[src/hw/rtl/plts_pkg.sv]
package plts_pkg;

    localparam int unsigned TEMP_W   = 12;
    localparam int unsigned UTIL_W   = 10;
    localparam int unsigned TIME_W   = 32;
    localparam int unsigned SUST_W   = 20;
    localparam int unsigned DELAY_W  = 16;
    localparam int unsigned FAIL_W   = 8;
    localparam int unsigned CALM_W   = 4;
    localparam int unsigned CFG_IDX_W  = 3;
    localparam int unsigned CFG_DATA_W = 20;

    localparam logic [DELAY_W-1:0] BUSY_DELAY_MS = 16'd2000;
    localparam logic [DELAY_W-1:0] CALM_DELAY_MS = 16'd10000;
    localparam logic [FAIL_W-1:0]  FAIL_MAX      = 8'd255;
    localparam logic [CALM_W-1:0]  CALM_MAX      = 4'd15;

    localparam logic signed [TEMP_W-1:0] ALARM_SET_RST   = 12'sd850;
    localparam logic signed [TEMP_W-1:0] ALARM_CLEAR_RST = 12'sd830;
    localparam logic [SUST_W-1:0]        SUSTAIN_RST     = 20'd30000;
    localparam logic [UTIL_W-1:0]        BUSY_UTIL_RST   = 10'd150;
    localparam logic signed [TEMP_W-1:0] BUSY_TEMP_RST   = 12'sd750;
    localparam logic [FAIL_W-1:0]        FAILS_RST       = 8'd3;
    localparam logic [CALM_W-1:0]        RELAX_RST       = 4'd5;
    localparam logic [DELAY_W-1:0]       CAP_RST         = 16'd30000;

    typedef enum logic [1:0] {
        ST_NORMAL   = 2'd0,
        ST_NODRIVER = 2'd1,
        ST_ALARM    = 2'd2,
        ST_OFFLINE  = 2'd3
    } health_t;

    typedef enum logic [1:0] {
        CAD_NONE   = 2'd0,
        CAD_TO_BUSY = 2'd1,
        CAD_TO_CALM = 2'd2
    } cad_ev_t;

    typedef enum logic [CFG_IDX_W-1:0] {
        CFG_ALARM_SET   = 3'd0,
        CFG_ALARM_CLEAR = 3'd1,
        CFG_SUSTAIN     = 3'd2,
        CFG_BUSY_UTIL   = 3'd3,
        CFG_BUSY_TEMP   = 3'd4,
        CFG_FAILS       = 3'd5,
        CFG_RELAX       = 3'd6,
        CFG_CAP         = 3'd7
    } cfg_idx_t;

    typedef struct packed {
        logic signed [TEMP_W-1:0] alarm_set_temp;
        logic signed [TEMP_W-1:0] alarm_clear_temp;
        logic [SUST_W-1:0]        alarm_sustain_ms;
        logic [UTIL_W-1:0]        busy_util_level;
        logic signed [TEMP_W-1:0] busy_temp_level;
        logic [FAIL_W-1:0]        fails_to_offline;
        logic [CALM_W-1:0]        calm_polls_to_relax;
        logic [DELAY_W-1:0]       backoff_cap_ms;
    } cfg_t;

    typedef struct packed {
        logic                     link_up;
        logic                     poll_ok;
        logic [TIME_W-1:0]        time_ms;
        logic                     gpu_temp_valid;
        logic signed [TEMP_W-1:0] gpu_temp;
        logic                     cpu_temp_valid;
        logic signed [TEMP_W-1:0] cpu_temp;
        logic                     util_valid;
        logic [UTIL_W-1:0]        gpu_util;
        logic                     driver_known;
        logic                     driver_loaded;
    } item_t;

    typedef struct packed {
        logic [FAIL_W-1:0]        fail_count;
        logic [CALM_W-1:0]        calm_count;
        logic [DELAY_W-1:0]       retry_delay;
        logic [TIME_W-1:0]        hit_start_time;
        logic                     hit_timing;
        logic                     alarm_held;
        health_t                  cur_state;
        logic                     busy_mode;
        logic signed [TEMP_W-1:0] held_alarm_temp;
        logic                     held_alarm_gpu;
    } sup_state_t;

    typedef struct packed {
        health_t                  health_state;
        logic [DELAY_W-1:0]       poll_gap_ms;
        logic                     cadence_busy;
        logic signed [TEMP_W-1:0] alarm_temp;
        logic                     alarm_from_gpu;
        logic                     came_online;
        logic                     went_offline;
        cad_ev_t                  cadence_event;
    } result_t;

endpackage

[src/hw/rtl/plts_step.sv]
module plts_step (
    input  plts_pkg::cfg_t       cfg,
    input  plts_pkg::item_t      item,
    input  plts_pkg::sup_state_t st,
    output plts_pkg::sup_state_t st_next,
    output plts_pkg::result_t    res
);
    import plts_pkg::*;

    logic                     gpu_hit;
    logic                     cpu_hit;
    logic                     hit;
    logic signed [TEMP_W-1:0] hit_temp;
    logic signed [TEMP_W-1:0] gpu_eff;
    logic signed [TEMP_W-1:0] cpu_eff;
    logic [TIME_W-1:0]        start_time;
    logic [TIME_W-1:0]        elapsed;
    logic                     trig;
    logic [CALM_W-1:0]        calm_inc;
    logic [FAIL_W-1:0]        fail_inc;
    logic [DELAY_W:0]         doubled;
    logic [DELAY_W-1:0]       delay;

    assign gpu_hit  = item.gpu_temp_valid &&
                      ($signed(item.gpu_temp) >= $signed(cfg.alarm_set_temp));
    assign cpu_hit  = item.cpu_temp_valid &&
                      ($signed(item.cpu_temp) >= $signed(cfg.alarm_set_temp));
    assign hit      = gpu_hit || cpu_hit;
    // gpu reading takes priority as the alarm source
    assign hit_temp = gpu_hit ? item.gpu_temp : item.cpu_temp;
    // an absent reading counts as zero for the clear test
    assign gpu_eff  = item.gpu_temp_valid ? item.gpu_temp : '0;
    assign cpu_eff  = item.cpu_temp_valid ? item.cpu_temp : '0;

    assign start_time = st.hit_timing ? st.hit_start_time : item.time_ms;
    assign elapsed    = item.time_ms - start_time;
    assign calm_inc   = (st.calm_count == CALM_MAX) ? CALM_MAX : st.calm_count + 1'b1;
    assign fail_inc   = (st.fail_count == FAIL_MAX) ? FAIL_MAX : st.fail_count + 1'b1;
    assign doubled    = {st.retry_delay, 1'b0};

    always_comb begin
        st_next          = st;
        delay            = BUSY_DELAY_MS;
        trig             = 1'b0;
        res.came_online  = 1'b0;
        res.went_offline = 1'b0;
        res.cadence_event = CAD_NONE;

        if (!item.link_up) begin
            st_next.retry_delay = BUSY_DELAY_MS;
            delay = BUSY_DELAY_MS;
        end else if (item.poll_ok) begin
            res.came_online     = (st.cur_state == ST_OFFLINE);
            st_next.fail_count  = '0;
            st_next.retry_delay = BUSY_DELAY_MS;
            st_next.cur_state   = (item.driver_known && !item.driver_loaded) ?
                                  ST_NODRIVER : ST_NORMAL;

            if (hit) begin
                st_next.hit_timing     = 1'b1;
                st_next.hit_start_time = start_time;
                if (!st.alarm_held &&
                    (elapsed >= {{(TIME_W-SUST_W){1'b0}}, cfg.alarm_sustain_ms})) begin
                    st_next.alarm_held      = 1'b1;
                    st_next.held_alarm_temp = hit_temp;
                    st_next.held_alarm_gpu  = gpu_hit;
                end
            end else if (($signed(gpu_eff) < $signed(cfg.alarm_clear_temp)) &&
                         ($signed(cpu_eff) < $signed(cfg.alarm_clear_temp))) begin
                st_next.hit_timing = 1'b0;
                st_next.alarm_held = 1'b0;
            end
            if (st_next.alarm_held) begin
                st_next.cur_state = ST_ALARM;
            end

            trig = (item.util_valid && (item.gpu_util >= cfg.busy_util_level)) ||
                   (item.gpu_temp_valid &&
                    ($signed(item.gpu_temp) >= $signed(cfg.busy_temp_level))) ||
                   st_next.alarm_held;
            if (trig) begin
                st_next.calm_count = '0;
                if (!st.busy_mode) begin
                    st_next.busy_mode = 1'b1;
                    res.cadence_event = CAD_TO_BUSY;
                end
            end else if (st.busy_mode) begin
                if (calm_inc >= cfg.calm_polls_to_relax) begin
                    st_next.busy_mode  = 1'b0;
                    st_next.calm_count = '0;
                    res.cadence_event  = CAD_TO_CALM;
                end else begin
                    st_next.calm_count = calm_inc;
                end
            end
            delay = st_next.busy_mode ? BUSY_DELAY_MS : CALM_DELAY_MS;
        end else begin
            st_next.fail_count = fail_inc;
            if (fail_inc >= cfg.fails_to_offline) begin
                res.went_offline  = (st.cur_state != ST_OFFLINE);
                st_next.cur_state = ST_OFFLINE;
            end
            if (doubled > {1'b0, cfg.backoff_cap_ms}) begin
                st_next.retry_delay = cfg.backoff_cap_ms;
            end else begin
                st_next.retry_delay = doubled[DELAY_W-1:0];
            end
            delay = st_next.retry_delay;
        end

        res.health_state   = st_next.cur_state;
        res.poll_gap_ms    = delay;
        res.cadence_busy   = st_next.busy_mode;
        res.alarm_temp     = st_next.held_alarm_temp;
        res.alarm_from_gpu = st_next.held_alarm_gpu;
    end

endmodule

[src/hw/rtl/poll_link_thermal_supervisor_unit.sv]
// Poll-link thermal supervisor: one item per status poll outcome.
// Input channel s_*: valid/ready; each accepted item updates the failure
// streak, retry backoff, over-temperature alarm and busy/calm cadence.
// Result channel m_*: valid/ready; exactly one result per accepted item,
// carrying health state, next poll delay, cadence, the held alarm reading
// and the online/offline/cadence edge events.
// Configuration: cfg_wr_en/cfg_index/cfg_wdata write one register per cycle,
// to be used only while no item is in flight.
// An accepted item waits in the input register, and its result is taken into
// the result register once that register is empty or m_ready is high.
// Throughput: one item per cycle while m_ready stays high; the input and
// result registers each hold one item, and all state updates happen in the
// single step between them.
// A stalled receiver holds the result register; the input register then
// fills and s_ready drops until m_ready returns.
// Reset (aresetn low at a clock edge) empties both registers, restores
// register defaults and puts the supervisor offline, calm, alarm clear.
module poll_link_thermal_supervisor_unit (
    input  logic                                   aclk,
    input  logic                                   aresetn,
    input  logic                                   cfg_wr_en,
    input  logic [plts_pkg::CFG_IDX_W-1:0]         cfg_index,
    input  logic [plts_pkg::CFG_DATA_W-1:0]        cfg_wdata,
    input  logic                                   s_valid,
    output logic                                   s_ready,
    input  logic                                   s_link_up,
    input  logic                                   s_poll_ok,
    input  logic [plts_pkg::TIME_W-1:0]            s_time_ms,
    input  logic                                   s_gpu_temp_valid,
    input  logic signed [plts_pkg::TEMP_W-1:0]     s_gpu_temp,
    input  logic                                   s_cpu_temp_valid,
    input  logic signed [plts_pkg::TEMP_W-1:0]     s_cpu_temp,
    input  logic                                   s_util_valid,
    input  logic [plts_pkg::UTIL_W-1:0]            s_gpu_util,
    input  logic                                   s_driver_known,
    input  logic                                   s_driver_loaded,
    output logic                                   m_valid,
    input  logic                                   m_ready,
    output logic [1:0]                             m_health_state,
    output logic [plts_pkg::DELAY_W-1:0]           m_poll_gap_ms,
    output logic                                   m_cadence_busy,
    output logic signed [plts_pkg::TEMP_W-1:0]     m_alarm_temp,
    output logic                                   m_alarm_from_gpu,
    output logic                                   m_came_online,
    output logic                                   m_went_offline,
    output logic [1:0]                             m_cadence_event
);
    import plts_pkg::*;

    cfg_t       cfg_reg;
    item_t      item_reg;
    logic       in_valid_reg;
    sup_state_t st_reg;
    sup_state_t st_next;
    result_t    res_reg;
    result_t    res_next;
    logic       out_valid_reg;
    logic       advance;

    assign advance = in_valid_reg && (!out_valid_reg || m_ready);
    assign s_ready = !in_valid_reg || advance;

    always_ff @(posedge aclk) begin
        if (!aresetn) begin
            cfg_reg.alarm_set_temp      <= ALARM_SET_RST;
            cfg_reg.alarm_clear_temp    <= ALARM_CLEAR_RST;
            cfg_reg.alarm_sustain_ms    <= SUSTAIN_RST;
            cfg_reg.busy_util_level     <= BUSY_UTIL_RST;
            cfg_reg.busy_temp_level     <= BUSY_TEMP_RST;
            cfg_reg.fails_to_offline    <= FAILS_RST;
            cfg_reg.calm_polls_to_relax <= RELAX_RST;
            cfg_reg.backoff_cap_ms      <= CAP_RST;
        end else if (cfg_wr_en) begin
            case (cfg_index)
                CFG_ALARM_SET:   cfg_reg.alarm_set_temp   <= cfg_wdata[TEMP_W-1:0];
                CFG_ALARM_CLEAR: cfg_reg.alarm_clear_temp <= cfg_wdata[TEMP_W-1:0];
                CFG_SUSTAIN:     cfg_reg.alarm_sustain_ms <= cfg_wdata[SUST_W-1:0];
                CFG_BUSY_UTIL:   cfg_reg.busy_util_level  <= cfg_wdata[UTIL_W-1:0];
                CFG_BUSY_TEMP:   cfg_reg.busy_temp_level  <= cfg_wdata[TEMP_W-1:0];
                CFG_FAILS:       cfg_reg.fails_to_offline <= cfg_wdata[FAIL_W-1:0];
                CFG_RELAX:       cfg_reg.calm_polls_to_relax <= cfg_wdata[CALM_W-1:0];
                CFG_CAP:         cfg_reg.backoff_cap_ms   <= cfg_wdata[DELAY_W-1:0];
                default: begin
                end
            endcase
        end
    end

    always_ff @(posedge aclk) begin
        if (!aresetn) begin
            in_valid_reg <= 1'b0;
        end else if (s_ready) begin
            in_valid_reg <= s_valid;
        end
    end

    always_ff @(posedge aclk) begin
        if (s_valid && s_ready) begin
            item_reg.link_up        <= s_link_up;
            item_reg.poll_ok        <= s_poll_ok;
            item_reg.time_ms        <= s_time_ms;
            item_reg.gpu_temp_valid <= s_gpu_temp_valid;
            item_reg.gpu_temp       <= s_gpu_temp;
            item_reg.cpu_temp_valid <= s_cpu_temp_valid;
            item_reg.cpu_temp       <= s_cpu_temp;
            item_reg.util_valid     <= s_util_valid;
            item_reg.gpu_util       <= s_gpu_util;
            item_reg.driver_known   <= s_driver_known;
            item_reg.driver_loaded  <= s_driver_loaded;
        end
    end

    plts_step u_step (
        .cfg     (cfg_reg),
        .item    (item_reg),
        .st      (st_reg),
        .st_next (st_next),
        .res     (res_next)
    );

    always_ff @(posedge aclk) begin
        if (!aresetn) begin
            st_reg.fail_count      <= '0;
            st_reg.calm_count      <= '0;
            st_reg.retry_delay     <= BUSY_DELAY_MS;
            st_reg.hit_start_time  <= '0;
            st_reg.hit_timing      <= 1'b0;
            st_reg.alarm_held      <= 1'b0;
            st_reg.cur_state       <= ST_OFFLINE;
            st_reg.busy_mode       <= 1'b0;
            st_reg.held_alarm_temp <= '0;
            st_reg.held_alarm_gpu  <= 1'b0;
        end else if (advance) begin
            st_reg <= st_next;
        end
    end

    always_ff @(posedge aclk) begin
        if (!aresetn) begin
            out_valid_reg <= 1'b0;
        end else if (advance) begin
            out_valid_reg <= 1'b1;
        end else if (m_ready) begin
            out_valid_reg <= 1'b0;
        end
    end

    always_ff @(posedge aclk) begin
        if (advance) begin
            res_reg <= res_next;
        end
    end

    assign m_valid          = out_valid_reg;
    assign m_health_state   = res_reg.health_state;
    assign m_poll_gap_ms    = res_reg.poll_gap_ms;
    assign m_cadence_busy   = res_reg.cadence_busy;
    assign m_alarm_temp     = res_reg.alarm_temp;
    assign m_alarm_from_gpu = res_reg.alarm_from_gpu;
    assign m_came_online    = res_reg.came_online;
    assign m_went_offline   = res_reg.went_offline;
    assign m_cadence_event  = res_reg.cadence_event;

    // a latched alarm always has a running hit timer behind it
    a_latch_needs_timer: assert property (@(posedge aclk) disable iff (!aresetn)
        st_reg.alarm_held |-> st_reg.hit_timing)
        else $error("alarm latched without hit timer");

    a_events_exclusive: assert property (@(posedge aclk) disable iff (!aresetn)
        m_valid |-> !(m_came_online && m_went_offline))
        else $error("online and offline events in one item");

    a_offline_event_state: assert property (@(posedge aclk) disable iff (!aresetn)
        (m_valid && m_went_offline) |-> (m_health_state == ST_OFFLINE))
        else $error("offline event without offline state");

    a_busy_event_mode: assert property (@(posedge aclk) disable iff (!aresetn)
        (m_valid && (m_cadence_event == CAD_TO_BUSY)) |-> m_cadence_busy)
        else $error("busy event while cadence calm");

    a_state_only_on_advance: assert property (@(posedge aclk) disable iff (!aresetn)
        !advance |=> $stable(st_reg))
        else $error("supervisor state changed without an item");

endmodule
[config.mk]
export PLATFORM = sky130hd
export DESIGN_NAME = poll_link_thermal_supervisor_unit
export DESIGN_NICKNAME = d
export VERILOG_FILES = /design/src/hw/rtl/plts_pkg.sv /design/src/hw/rtl/plts_step.sv /design/src/hw/rtl/poll_link_thermal_supervisor_unit.sv
export SDC_FILE = /design/constraint.sdc
export NUM_CORES = 1
export LEC_CHECK = 0
export ABC_AREA = 1
export BUFFER_PORTS_ARGS = -buffer_cell sky130_fd_sc_hd__buf_2
export CAP_MARGIN = 20
export CORE_MARGIN = 2
export CORE_UTILIZATION = 55
export DETAILED_ROUTE_END_ITERATION = 7
export PLACE_DENSITY_LB_ADDON = 0.15
export SYNTH_ARGS = -nofsm -noshare
export SYNTH_HDL_FRONTEND = slang
export SYNTH_SLANG_ARGS = --single-unit
[constraint.sdc]
create_clock -name aclk -period 3.65 [get_ports aclk]
set_input_delay 0.1825 -clock aclk [delete_from_list [all_inputs] [get_ports aclk]]
set_output_delay 0.1825 -clock aclk [all_outputs]
set_load 0.1 [all_outputs]
==> key figures, run 1 <==
Clock tree
  • Clk_lat worst skew: 0.59 ns
  • Clock sinks: roughly 280
  • CTS Buf Count: 31
  • CTS tree: yes
  • Clock root buffer master: clkbuf_16
  • Worst-path clk slew: approximately 0.060 ns
  • H-Tree Depth: 1
  • Max Root-Sink Buffers: 3

GRT
  • Number of antenna violations at the first check in global routing: 0
  • Gr ovfl total: 0
  • Total track usage: 28.2%
  • First-pass GRT wire length: 70200 um
  • Number of global-route vias before repair: 13900
  • Pin count of the biggest net entering global routing: 103

Yosys
  • Syn_nets: roughly 2300
  • FFs w/ async S/R, synth: 0%
  • Top cells by count, synth: 473 x nand2_1, 307 x inv_1, 191 x nor2_1
  • Complex-gate fraction of the synthesized area: roughly an eighth
  • Number of synthesized flops with an enable pin: 109
  • Post-synthesis xor/xnor area fraction: 1.24%
  • Count leader, synth: nand2_1
  • Cells after synthesis: 2060
  • Post-Syn Area: 16200 um2
  • Cell taking the most area after synthesis: dfxtp_1
  • Synth area leaders: dfxtp_1 22%, edfxtp_1 20%, ha_1 12%
  • Post-synthesis sequential area ratio: 41.8%
  • Main synth FF type: dfxtp_1
  • Yosys warns: 0
  • Synth top area share: 21.5%
  • Yosys cell types: 52
  • Simple-gate area share of the yosys netlist: 21.1%
  • Post-synthesis average cell area: 7.85 um2
  • Post-synthesis mux area share: 1.86%
  • Synth Area in Adders: between 10% and 20%
  • Largest family of logic cells by synthesized area: simple AND/OR/NAND/NOR gates
  • #FFs+latches synth: approximately 280

Layout
  • Post-route cell area: 21200 um2
  • Share of post-route cells with drive strength above 1: 21.7%
  • Ant diodes: 0
  • Max reg flops: 94
  • Final design utilization: 73.4%
  • Nets: 2666
  • Layout area overhead: 31.0%

Route
  • DRT Pass-1 Iters: 6
  • Initial drt markers: 1222
  • Final WL: roughly 46000 um
  • Via density: 5.38
  • # DRC: 0
  • WL/cell: ~16 um
  • ANT nets after route: 0
  • Vias: 15200

Setup path
  • Worst flop-to-flop path startpoint: st_reg[17]
  • R2R cell count: 25
  • Setup crit start: st_reg[17]
  • R2r setup slk: -0.40 ns
  • R2r endpoint: m_cadence_busy
  • Critical path arrival: about 4.4 ns
  • Startpoint types: flop
  • CP required: between 3 and 4 ns
  • Largest fanout on the critical path: 8
  • Crit. End Element: flop
  • Critical path class: flop to flop

Outcome
  • Outcome: finished with violations
  • Failing checks: setup timing

Floorplan
  • I/O Pins: 139
  • FP Rows: a little over 60
  • Die Y: between 150 and 200 um
  • Width of the chip: 175 um
  • Initial Util: 56.1%
  • Die area: roughly 31000 um2
  • Core Area: approximately 29000 um2

Worst hold path
  • Worst hold path startpoint: cfg_wdata[8]
  • Hold EP: cfg_reg[78]
  • Min-Delay Path Class: input pin to flop
  • Min-Delay Path Depth: 3

Timing
  • Max Fclk: approximately 250 MHz
  • Rel. slew slack: 29.8%
  • Tcrit/Tclk final: 111%
  • Worst setup margin: -0.399 ns
  • Max Slew Vio Count: 0
  • Hold slack: 0.00614 ns
  • Endpoints failing setup: 42
  • Worst-margin pin slew: between 1 and 1.5 ns
  • Clock Skews: roughly 0.012 ns
  • Tmin final: approximately 4.0 ns
  • Final Hold Viols: 0
  • RSZ-0062 raised after global routing: yes

Pwr
  • Max VDD drop: 0.469 mV
  • Pleak: 9.92 nW
  • Cell Pwr Density: 413 nW/um2

Place
  • Cell Area, Placed: 18100 um2
  • GPL Wtd Cong: 0.926
  • Post-DP HPWL: 31500 um
  • Number of port buffers: roughly 140

Job
  • Maxcap violations: 0
critical path, cell delays in order (launching register included):
cell and delay, ns:
dfxtp_4 0.46, buf_12 0.21, mux2i_4 0.30, ha_4 0.26, nand2_1 0.07, nand2_1 0.07, inv_1 0.07, nand2_1 0.14
a21oi_2 0.15, nand2_2 0.08, xor2_1 0.18, ha_1 0.33, inv_2 0.06, nor3_1 0.04, a211oi_1 0.24, nand2_1 0.10
nand2_2 0.08, buf_6 0.09, nand3_2 0.07, nor2_2 0.14, nand3_2 0.11, nand2_4 0.12, buf_4 0.14, nand3_4 0.08
o21ai_2 0.09, inv_1 0.07
where the power goes:
part,internal (mW),switching [mW],leakage (nW)
Combinational,0.844,1.22,6.94
Sequential,3.44,0.107,2.47
Clock,1.82,1.31,0.505
Total,6.10,2.64,9.92
metrics by stage:
step                      setup TNS [ns]  worst slack [ns]  power [mW]  std cells
after floorplan                  -0.0175           -0.0175        4.68       2060
after global placement             -9.80            -0.312        5.22       2648
after detailed placement          -11.59            -0.352        5.27       2649
after CTS                          -3.53            -0.138        8.47       2800
after global routing              -20.59            -0.623        9.14       2824
final                             -11.56            -0.399        8.74       2824
timing repair:
item,4_1_cts,5_1_grt
hold buffers,87,0
endpoints found under the setup margin,41,42
cloned,1,2
pin swaps,6,76
gates resized for setup,22,175
hold endpoints to repair,93,0
buffers inserted,5,22
routing by layer:
metal / track usage (%) / part of all wire (%) / vias up
met4: 7.64 / 2.7 / 0
met5: 0 / 0 / -
li1: - / - / 7527
met2: 47.7 / 47 / 504
met3: 3.31 / 6.9 / 96
met1: 38.5 / 43 / 7059
cell type report:
class / count / area, um2
multi-input cells: 1405 / 8930
fillers: 2182 / 7670
flip-flops and latches: 283 / 6760
repair buffers: 378 / 2810
inverters: 316 / 1190
clock buffers: 45 / 878
well taps: 384 / 480
clock inverters: 13 / 141
cells by family after synthesis:
group | after synthesis
and+or+nand+nor | 820
AOI/OAI and AO/OA | 381
buffers and inverters | 374
DFF | 283
adders and majority gates | 150
muxes | 30
xor gates and xnor gates | 22
placed cells by master, fill, tap and decap left out, types with 4 or more instances in the layout:
| master | n |
|---|---|
| nand2_1 | 422 |
| edfxtp_1 | 109 |
| buf_12 | 5 |
| nand4_1 | 36 |
| nand2_2 | 55 |
| clkbuf_8 | 5 |
| xor2_1 | 16 |
| buf_6 | 5 |
| clkbuf_1 | 9 |
| a21oi_1 | 157 |
| a21oi_2 | 9 |
| nand3_2 | 12 |
| a31oi_1 | 4 |
| inv_1 | 298 |
| clkinv_1 | 4 |
| mux2i_1 | 13 |
| ha_1 | 127 |
| a211oi_1 | 34 |
| mux2i_4 | 17 |
| nor3_1 | 13 |
| clkinv_2 | 5 |
| clkbuf_16 | 32 |
| nand3_4 | 5 |
| o21bai_1 | 4 |
| nor2_4 | 6 |
| nand2_4 | 17 |
| dlygate4sd3_1 | 87 |
| o21ai_0 | 113 |
| nor2_2 | 12 |
| o211ai_1 | 35 |
| ha_4 | 20 |
| nand3_1 | 51 |
| buf_4 | 142 |
| buf_2 | 138 |
| nor2_1 | 181 |
| inv_2 | 14 |
| dfxtp_1 | 173 |
worst max path at each step:
| stage | cells past startpoint | slack, ns | end |
|---|---|---|---|
| global placement | 26 | -0.31 | st_reg[9] |
| detailed placement | 26 | -0.35 | st_reg[11] |
| finish | 25 | -0.40 | m_cadence_busy |
| floorplan | 26 | -0.02 | m_cadence_busy |
| CTS | 27 | -0.14 | st_reg[69] |
| global route | 25 | -0.62 | m_cadence_busy |
(Power assumes the default switching activity.)
==> run 2, diff against run 1 <==
Settings changed: CORE_UTILIZATION 55 to 40.
==> run 2 against run 1 <==
  * The flow still finishes with violations (setup timing)
  * Maximum frequency increased by 3.1%
  * Global-route usage decreased by 5.7 points
  * Non-clock buffer count increased by 7
  * Wire length increased by 2.6%
  * Sequential power about the same
  * Register-to-register slack improved by 0.12 ns
  * Clock power increased by 9.6%
  * Core utilization decreased by 20 points
  * Hold slack improved by 0.0094 ns
  * Setup slack improved by 0.12 ns
  * Largest cell class unchanged
  * Largest power group unchanged
==> key figures, run 2 (synthesis gave the netlist of run 1 again) <==
Outcome
  • Outcome: finished with violations (unchanged)
  • Failing checks: setup timing (unchanged)

Route
  • Via density: 4.94 (was 5.38)
  • WL/cell: 15.9 um (was 16.3 um)
  • DRT Pass-1 Iters: 5 (was 6)
  • ANT nets after route: 0 (unchanged)
  • # DRC: 0 (unchanged)
  • Initial drt markers: 917 (was 1222)
  • Vias: 14700 (was 15200)
  • Final WL: 47300 um (was 46200 um)

Floorplan
  • Die Y: 205 um (was 175 um)
  • Core Area: 39800 um2 (was 28900 um2)
  • Width of the chip: 205 um (was 175 um)
  • FP Rows: 73 (was 62)
  • Initial Util: 40.6% (was 56.1%)
  • I/O Pins: 139 (unchanged)
  • Die area: 42100 um2 (was 30800 um2)

Timing
  • Worst setup margin: -0.279 ns (was -0.399 ns)
  • Max Slew Vio Count: 0 (unchanged)
  • Rel. slew slack: 38.5% (was 29.8%)
  • Final Hold Viols: 0 (unchanged)
  • Tcrit/Tclk final: 108% (was 111%)
  • Max Fclk: 254 MHz (was 247 MHz)
  • Endpoints failing setup: 42 (unchanged)
  • Worst-margin pin slew: 0.920 ns (was 1.05 ns)
  • Tmin final: 3.93 ns (was 4.05 ns)
  • Clock Skews: 0.0239 ns (was 0.0118 ns)
  • TNS Setup: -8.68 ns (was -11.56 ns)
  • RSZ-0062 raised after global routing: yes (unchanged)

Place
  • DP Cell Count: 2810 (was 2649)
  • Number of port buffers: 138 (unchanged)
  • Post-DP HPWL: 34400 um (was 31500 um)
  • GPL Wtd Cong: 0.895 (was 0.926)

Setup path
  • CP endpoint: m_alarm_temp[1] (was m_cadence_busy)
  • CP peak stage delay: 0.40 ns (was 0.46 ns)
  • CP max stage cell: dfxtp_4 (unchanged)
  • Top delay family on crit path: simple AND/OR/NAND/NOR gates (unchanged)
  • Startpoint types: flop (unchanged)
  • Worst flop-to-flop path startpoint: st_reg[17] (unchanged)
  • R2r setup slk: -0.28 ns (was -0.40 ns)
  • CP required: 3.95 ns (was 3.99 ns)
  • Critical path arrival: 4.23 ns (was 4.39 ns)
  • CP Buf/Inv Count: 4 (was 6)
  • R2R cell count: 22 (was 25)
  • Setup crit start: st_reg[17] (unchanged)
  • Largest fanout on the critical path: 8 (unchanged)
  • Critical path class: flop to flop (unchanged)
  • CP Cell Sequence: clkbuf_16 -> mux2i_4 -> ha_1 -> nand2_1 -> buf_4 -> nor2_2 -> inv_2 -> o21bai_1 -> a31oi_1 -> xnor2_1 -> ha_1 -> a21oi_2 -> nor2_1 -> a211oi_2 -> o21ai_1 -> nor2_1 -> nand3_1 -> nor2_4 -> buf_12 -> nand2_8 -> nand4_1 -> nand2_1
  • R2r endpoint: m_alarm_temp[1] (was m_cadence_busy)
  • Stages on worst setup path: 22 (was 25)
  • Crit. End Element: flop (unchanged)

Clock tree
  • Clk_lat worst skew: 0.56 ns (was 0.59 ns)
  • CTS tree: yes (unchanged)
  • Clock root buffer master: clkbuf_16 (unchanged)
  • CTS Buf Count: 34 (was 31)
  • H-Tree Depth: 2 (was 1)
  • Clock sinks: 283 (unchanged)
  • Worst-path clk slew: 0.06 ns (about the same)
  • Max Root-Sink Buffers: 3 (unchanged)

GRT
  • Gr ovfl total: 0 (unchanged)
  • First-pass GRT wire length: 74000 um (was 70200 um)
  • Total track usage: 22.5% (was 28.2%)
  • Pin count of the biggest net entering global routing: 62 (was 103)
  • Number of global-route vias before repair: 14200 (was 13900)
  • Number of antenna violations at the first check in global routing: 1 (was 0)

Layout
  • Nets: 2676 (was 2666)
  • Ant diodes: 0 (unchanged)
  • Leading cell types in the layout, fill and taps excluded: 456 x nand2_1, 306 x inv_1, 186 x nor2_1, 173 x dfxtp_1, 161 x a21oi_1 (was 422 x nand2_1, 298 x inv_1, 181 x nor2_1, 173 x dfxtp_1, 157 x a21oi_1)
  • Share of post-route cells with drive strength above 1: 19.7% (was 21.7%)
  • Layout area overhead: 30.5% (was 31.0%)
  • Max reg flops: 94 (unchanged)
  • Commonest non-fill, non-tap cell in the layout: nand2_1 (unchanged)
  • Fin cells: 2976 (was 2824)

Pwr
  • Max VDD drop: 0.327 mV (was 0.469 mV)
  • Pleak: 9.93 nW (was 9.92 nW)
  • Cell Pwr Density: 422 nW/um2 (was 413 nW/um2)

Worst hold path
  • Min-Delay Path Class: input pin to flop (unchanged)

Job
  • Maxcap violations: 0 (unchanged)
run 2: changes by cell type in the layout (fill, tap and decap cells not counted), moves of 5 or more:
| cell | change |
|---|---|
| inv_1 | +8 |
| ha_4 | -11 |
| nor2_1 | +5 |
| nor2_2 | -5 |
| buf_4 | +11 |
| nand2_4 | -14 |
| nand2_2 | -21 |
| dlygate4sd3_1 | -5 |
| mux2i_2 | +8 |
| nand2_1 | +34 |
| inv_2 | -8 |
| ha_1 | +12 |
| mux2i_4 | -8 |
| clkbuf_16 | +5 |
run 2: metrics by stage:
step	worst slack, ns	utilization, %	total power, mW	instance area, um2	hold slack, ns
after global routing	-0.520	53.0	9.36	21100	0.0289
after detailed placement	-0.569	46.1	5.32	18400	0.361
after floorplan	-0.0175	-	4.68	16200	0.281
final	-0.279	53.0	8.92	21100	0.0155
after global placement	-0.503	46.1	5.29	18400	0.359
after CTS	-0.148	51.6	8.89	20600	0.00103
run 2: how the worst min path moves through the flow:
stage / startpoint / end / slack, ns / cells past startpoint
floorplan: s_driver_loaded / item_reg[0] / 0.28 / 0
global placement: s_time_ms[14] / item_reg[53] / 0.36 / 1
detailed placement: s_time_ms[3] / item_reg[42] / 0.36 / 1
CTS: s_valid / in_valid_reg / 0.001 / 3
global route: cfg_wdata[6] / cfg_reg[34] / 0.03 / 3
finish: s_valid / in_valid_reg / 0.02 / 3
run 2: cell type report:
type / instances / area [um2]
clock buffer: 49 / 988
multi-input combinational: 1405 / 8520
fill: 3833 / 18700
clock inverter: 13 / 136
sequential: 283 / 6760
tap: 525 / 657
inverter: 316 / 1190
timing repair buffer: 385 / 2850
run 2: where the power goes:
group	switching (mW)	internal, mW
logic	1.15	0.787
clock network	1.40	2.04
registers	0.107	3.44
total	2.65	6.26
run 2: worst register-to-register path, cell delays in order (launching register included):
cell       delay (ns)
dfxtp_4          0.40
clkbuf_16        0.19
mux2i_4          0.19
ha_1             0.34
nand2_1          0.08
buf_4            0.14
nor2_2           0.12
inv_2            0.06
o21bai_1         0.23
a31oi_1          0.09
xnor2_1          0.18
ha_1             0.28
a21oi_2          0.16
nor2_1           0.06
a211oi_2         0.24
o21ai_1          0.11
nor2_1           0.10
nand3_1          0.12
nor2_4           0.16
buf_12           0.13
nand2_8          0.05
nand4_1          0.13
nand2_1          0.09
run 2: timing repair:
action,4_1_cts,5_1_grt
cloned,2,2
pin swaps,12,18
gates resized for setup,40,74
setup buffers,6,12
endpoints found under the setup margin,42,42
hold buffers,82,0
hold endpoints to repair,86,0
run 2: routing by layer:
metal	vias up	GRT usage (%)	routed length, um
li1	7527	-	-
met1	6696	29.9	21300
met2	367	36.8	21700
met3	98	3.90	2740
met4	0	7.99	1600
met5	-	0	0
==> run 3, diff against run 2 <==
Settings changed: CORE_UTILIZATION 40 to 45.
==> run 3 against run 2 <==
  * The run still ends with setup timing left
  * Combinational power about the same
  * Clock-buffer cell count down 6
  * Largest cell class unchanged
  * Sequential cell count unchanged
  * Sequential power about the same
  * Hold slack better by 0.013 ns
  * Core utilization up 6.0 points
  * Total power down 3.7%
  * Critical endpoint is now m_alarm_temp[5]
  * Global-route usage up 1.5 points
==> key figures, run 3 (synthesis gave the netlist of run 1 again) <==
Outcome
  • Outcome: finished with violations (unchanged)
  • Failing checks: setup timing (unchanged)

Place
  • GPL Wtd Cong: 0.924 (was 0.895)
  • DP Cell Count: 2735 (was 2810)
  • Post-DP HPWL: 33200 um (was 34400 um)
  • Cell Area, Placed: 18200 um2 (was 18400 um2)
  • Number of port buffers: 138 (unchanged)

Setup path
  • Worst flop-to-flop path startpoint: st_reg[17] (unchanged)
  • Largest fanout on the critical path: 8 (unchanged)
  • R2r endpoint: m_alarm_temp[5] (was m_alarm_temp[1])
  • CP required: 3.99 ns (was 3.95 ns)
  • Crit. End Element: flop (unchanged)
  • Setup crit start: st_reg[17] (unchanged)
  • CP endpoint: m_alarm_temp[5] (was m_alarm_temp[1])
  • R2r setup slk: -0.21 ns (was -0.28 ns)
  • Startpoint types: flop (unchanged)
  • Critical path arrival: 4.19 ns (was 4.23 ns)
  • Critical path class: flop to flop (unchanged)
  • R2R cell count: 24 (was 22)

Clock tree
  • Max Root-Sink Buffers: 3 (unchanged)
  • CTS Buf Count: 31 (was 34)
  • Clock sinks: 283 (unchanged)
  • Clock root buffer master: clkbuf_16 (unchanged)
  • H-Tree Depth: 1 (was 2)
  • Worst-path clk slew: 0.06 ns (about the same)
  • CTS tree: yes (unchanged)
  • Clk_lat worst skew: 0.59 ns (was 0.56 ns)

Layout
  • Max reg flops: 94 (unchanged)
  • Filler cells: 3214 (was 3833)
  • Share of post-route cells with drive strength above 1: 19.2% (was 19.7%)
  • Post-route cell area: 20900 um2 (was 21100 um2)
  • Fin cells: 2892 (was 2976)
  • Nets: 2659 (was 2676)
  • Ant diodes: 0 (unchanged)
  • Area of the multi-input gates: 8640 um2 (was 8520 um2)
  • Leading cell types in the layout, fill and taps excluded: 454 x nand2_1, 304 x inv_1, 184 x nor2_1, 173 x dfxtp_1, 164 x a21oi_1 (was 456 x nand2_1, 306 x inv_1, 186 x nor2_1, 173 x dfxtp_1, 161 x a21oi_1)
  • FF+latch area: 6760 um2 (unchanged)
  • Layout area overhead: 29.4% (was 30.5%)
  • Commonest non-fill, non-tap cell in the layout: nand2_1 (unchanged)

Timing
  • Hold slack: 0.0284 ns (was 0.0155 ns)
  • Rel. slew slack: 24.8% (was 38.5%)
  • Clock Skews: 0.0230 ns (was 0.0239 ns)
  • Tmin final: 3.86 ns (was 3.93 ns)
  • Worst setup margin: -0.205 ns (was -0.279 ns)
  • RSZ-0062 raised after global routing: yes (unchanged)
  • Max Slew Vio Count: 0 (unchanged)
  • Max Fclk: 259 MHz (was 254 MHz)
  • Final Hold Viols: 0 (unchanged)
  • Endpoints failing setup: 40 (was 42)
  • Tcrit/Tclk final: 106% (was 108%)
  • Worst-margin pin slew: 1.13 ns (was 0.920 ns)

Job
  • Maxcap violations: 0 (unchanged)

Pwr
  • Max VDD drop: 0.396 mV (was 0.327 mV)
  • Combinational Power Share: 22.8% (was 21.7%)
  • Pleak: 9.83 nW (was 9.93 nW)
  • Net Sw Frac: 30.3% (was 29.8%)
  • Power, Total: 8.59 mW (was 8.92 mW)
  • Part of the power in registers: 41.3% (was 39.8%)
  • Cell Pwr Density: 410 nW/um2 (was 422 nW/um2)
  • NetSw: 2.60 mW (was 2.65 mW)
  • Fraction of power consumed by the clock network: 35.9% (was 38.5%)
  • P_int: 5.99 mW (was 6.26 mW)

GRT
  • Gr ovfl total: 0 (unchanged)
  • Number of antenna violations at the first check in global routing: 1 (unchanged)
  • First-pass GRT wire length: 72800 um (was 74000 um)
  • Total track usage: 24.0% (was 22.5%)
  • Number of global-route vias before repair: 14100 (was 14200)
  • Pin count of the biggest net entering global routing: 103 (was 62)

Floorplan
  • Die Y: 194 um (was 205 um)
  • Die area: 37500 um2 (was 42100 um2)
  • I/O Pins: 139 (unchanged)
  • FP Rows: 69 (was 73)
  • Initial Util: 45.6% (was 40.6%)
  • Width of the chip: 194 um (was 205 um)
  • Core Area: 35500 um2 (was 39800 um2)

Route
  • Initial drt markers: 948 (was 917)
  • WL/cell: 16.0 um (was 15.9 um)
  • # DRC: 0 (unchanged)
  • Via density: 5.05 (was 4.94)
  • ANT nets after route: 0 (unchanged)
  • Final WL: 46200 um (was 47300 um)
  • DRT Pass-1 Iters: 5 (unchanged)
  • Vias: 14600 (was 14700)

Worst hold path
  • Min-Delay Path Class: input pin to flop (unchanged)
run 3: changes by cell type in the layout (fill, tap and decap cells not counted), moves of 4 or more:
cell / delta
buf_4: -18
mux2i_2: -7
mux2i_4: +7
ha_4: +6
dlygate4sd3_1: +5
ha_1: -5
clkbuf_16: -4
nand2_4: +4
nand3_1: +4
nand3_2: -4
nor2_2: +4
run 3: worst min-delay path by stage:
stage                    start            to  slack, ns  cells after the start
2_1_floorplan  s_driver_loaded   item_reg[0]       0.28                      0
3_3_place_gp     s_gpu_temp[0]  item_reg[26]       0.36                      1
3_5_place_dp      s_time_ms[1]  item_reg[40]       0.36                      1
4_1_cts           cfg_wdata[9]   cfg_reg[37]      0.003                      3
5_1_grt           cfg_wdata[9]   cfg_reg[91]       0.01                      3
6_report          cfg_wdata[9]   cfg_reg[91]       0.03                      3
run 3: power by group through the flow:
stage               clock [mW]  combinational [mW]  sequential [mW]
finish                    3.09                1.95             3.55
global route              3.27                2.16             3.56
CTS                       3.15                1.82             3.53
detailed placement           0                1.70             3.60
global placement             0                1.67             3.60
floorplan                    0               0.975             3.70
run 3: worst max-delay path, stage by stage, from the launching register on:
cell and delay (ns):
dfxtp_4 0.43, buf_12 0.17, mux2i_4 0.27, ha_4 0.26, nand2_2 0.08, nand2_2 0.07
inv_2 0.06, nand2_1 0.05, nand2_1 0.08, nand3_2 0.10, a31oi_2 0.21, xor2_1 0.16
inv_1 0.06, ha_1 0.30, nand2_2 0.09, nor2_2 0.06, a211oi_4 0.23, o21ai_1 0.09
nor2_1 0.11, nand3_1 0.09, nor2_2 0.16, nand2_4 0.11, buf_6 0.16, nand4_1 0.11
nand2_1 0.09
run 3: area by class of cell:
| cell class | count | area share, % |
|---|---|---|
| sequential | 283 | 32.3 |
| clock inverter | 13 | 0.568 |
| clock buffer | 43 | 4.21 |
| multi-input combinational | 1404 | 41.3 |
| timing repair buffer | 372 | 13.2 |
| inverter | 316 | 5.67 |
| tap | 461 | 2.76 |
run 3: metrics by stage:
stage                     setup TNS [ns]  utilization [%]  worst slack (ns)
after floorplan                  -0.0175                -           -0.0175
after global placement             -6.89             51.3            -0.214
after detailed placement          -11.90             51.3            -0.353
after CTS                          -6.96             57.2            -0.216
after global routing              -17.79             59.0            -0.527
final                              -5.72             59.0            -0.205
run 3: repair_timing:
action                                  CTS  global route
endpoints found under the hold margin    95             0
gates resized for setup                  36            92
buffers inserted                          6             6
endpoints found under the setup margin   42            42
pin swaps                                20            51
hold buffers                             87             0
gates cloned                              1             2
run 3: per-layer routing:
metal / global-route usage, % / vias to the layer above / wire length (um)
li1: - / 7490 / -
met1: 32.6 / 6691 / 21200
met3: 2.74 / 74 / 2390
met2: 40.2 / 343 / 21300
met5: 0 / - / 0
met4: 7.58 / 0 / 1320
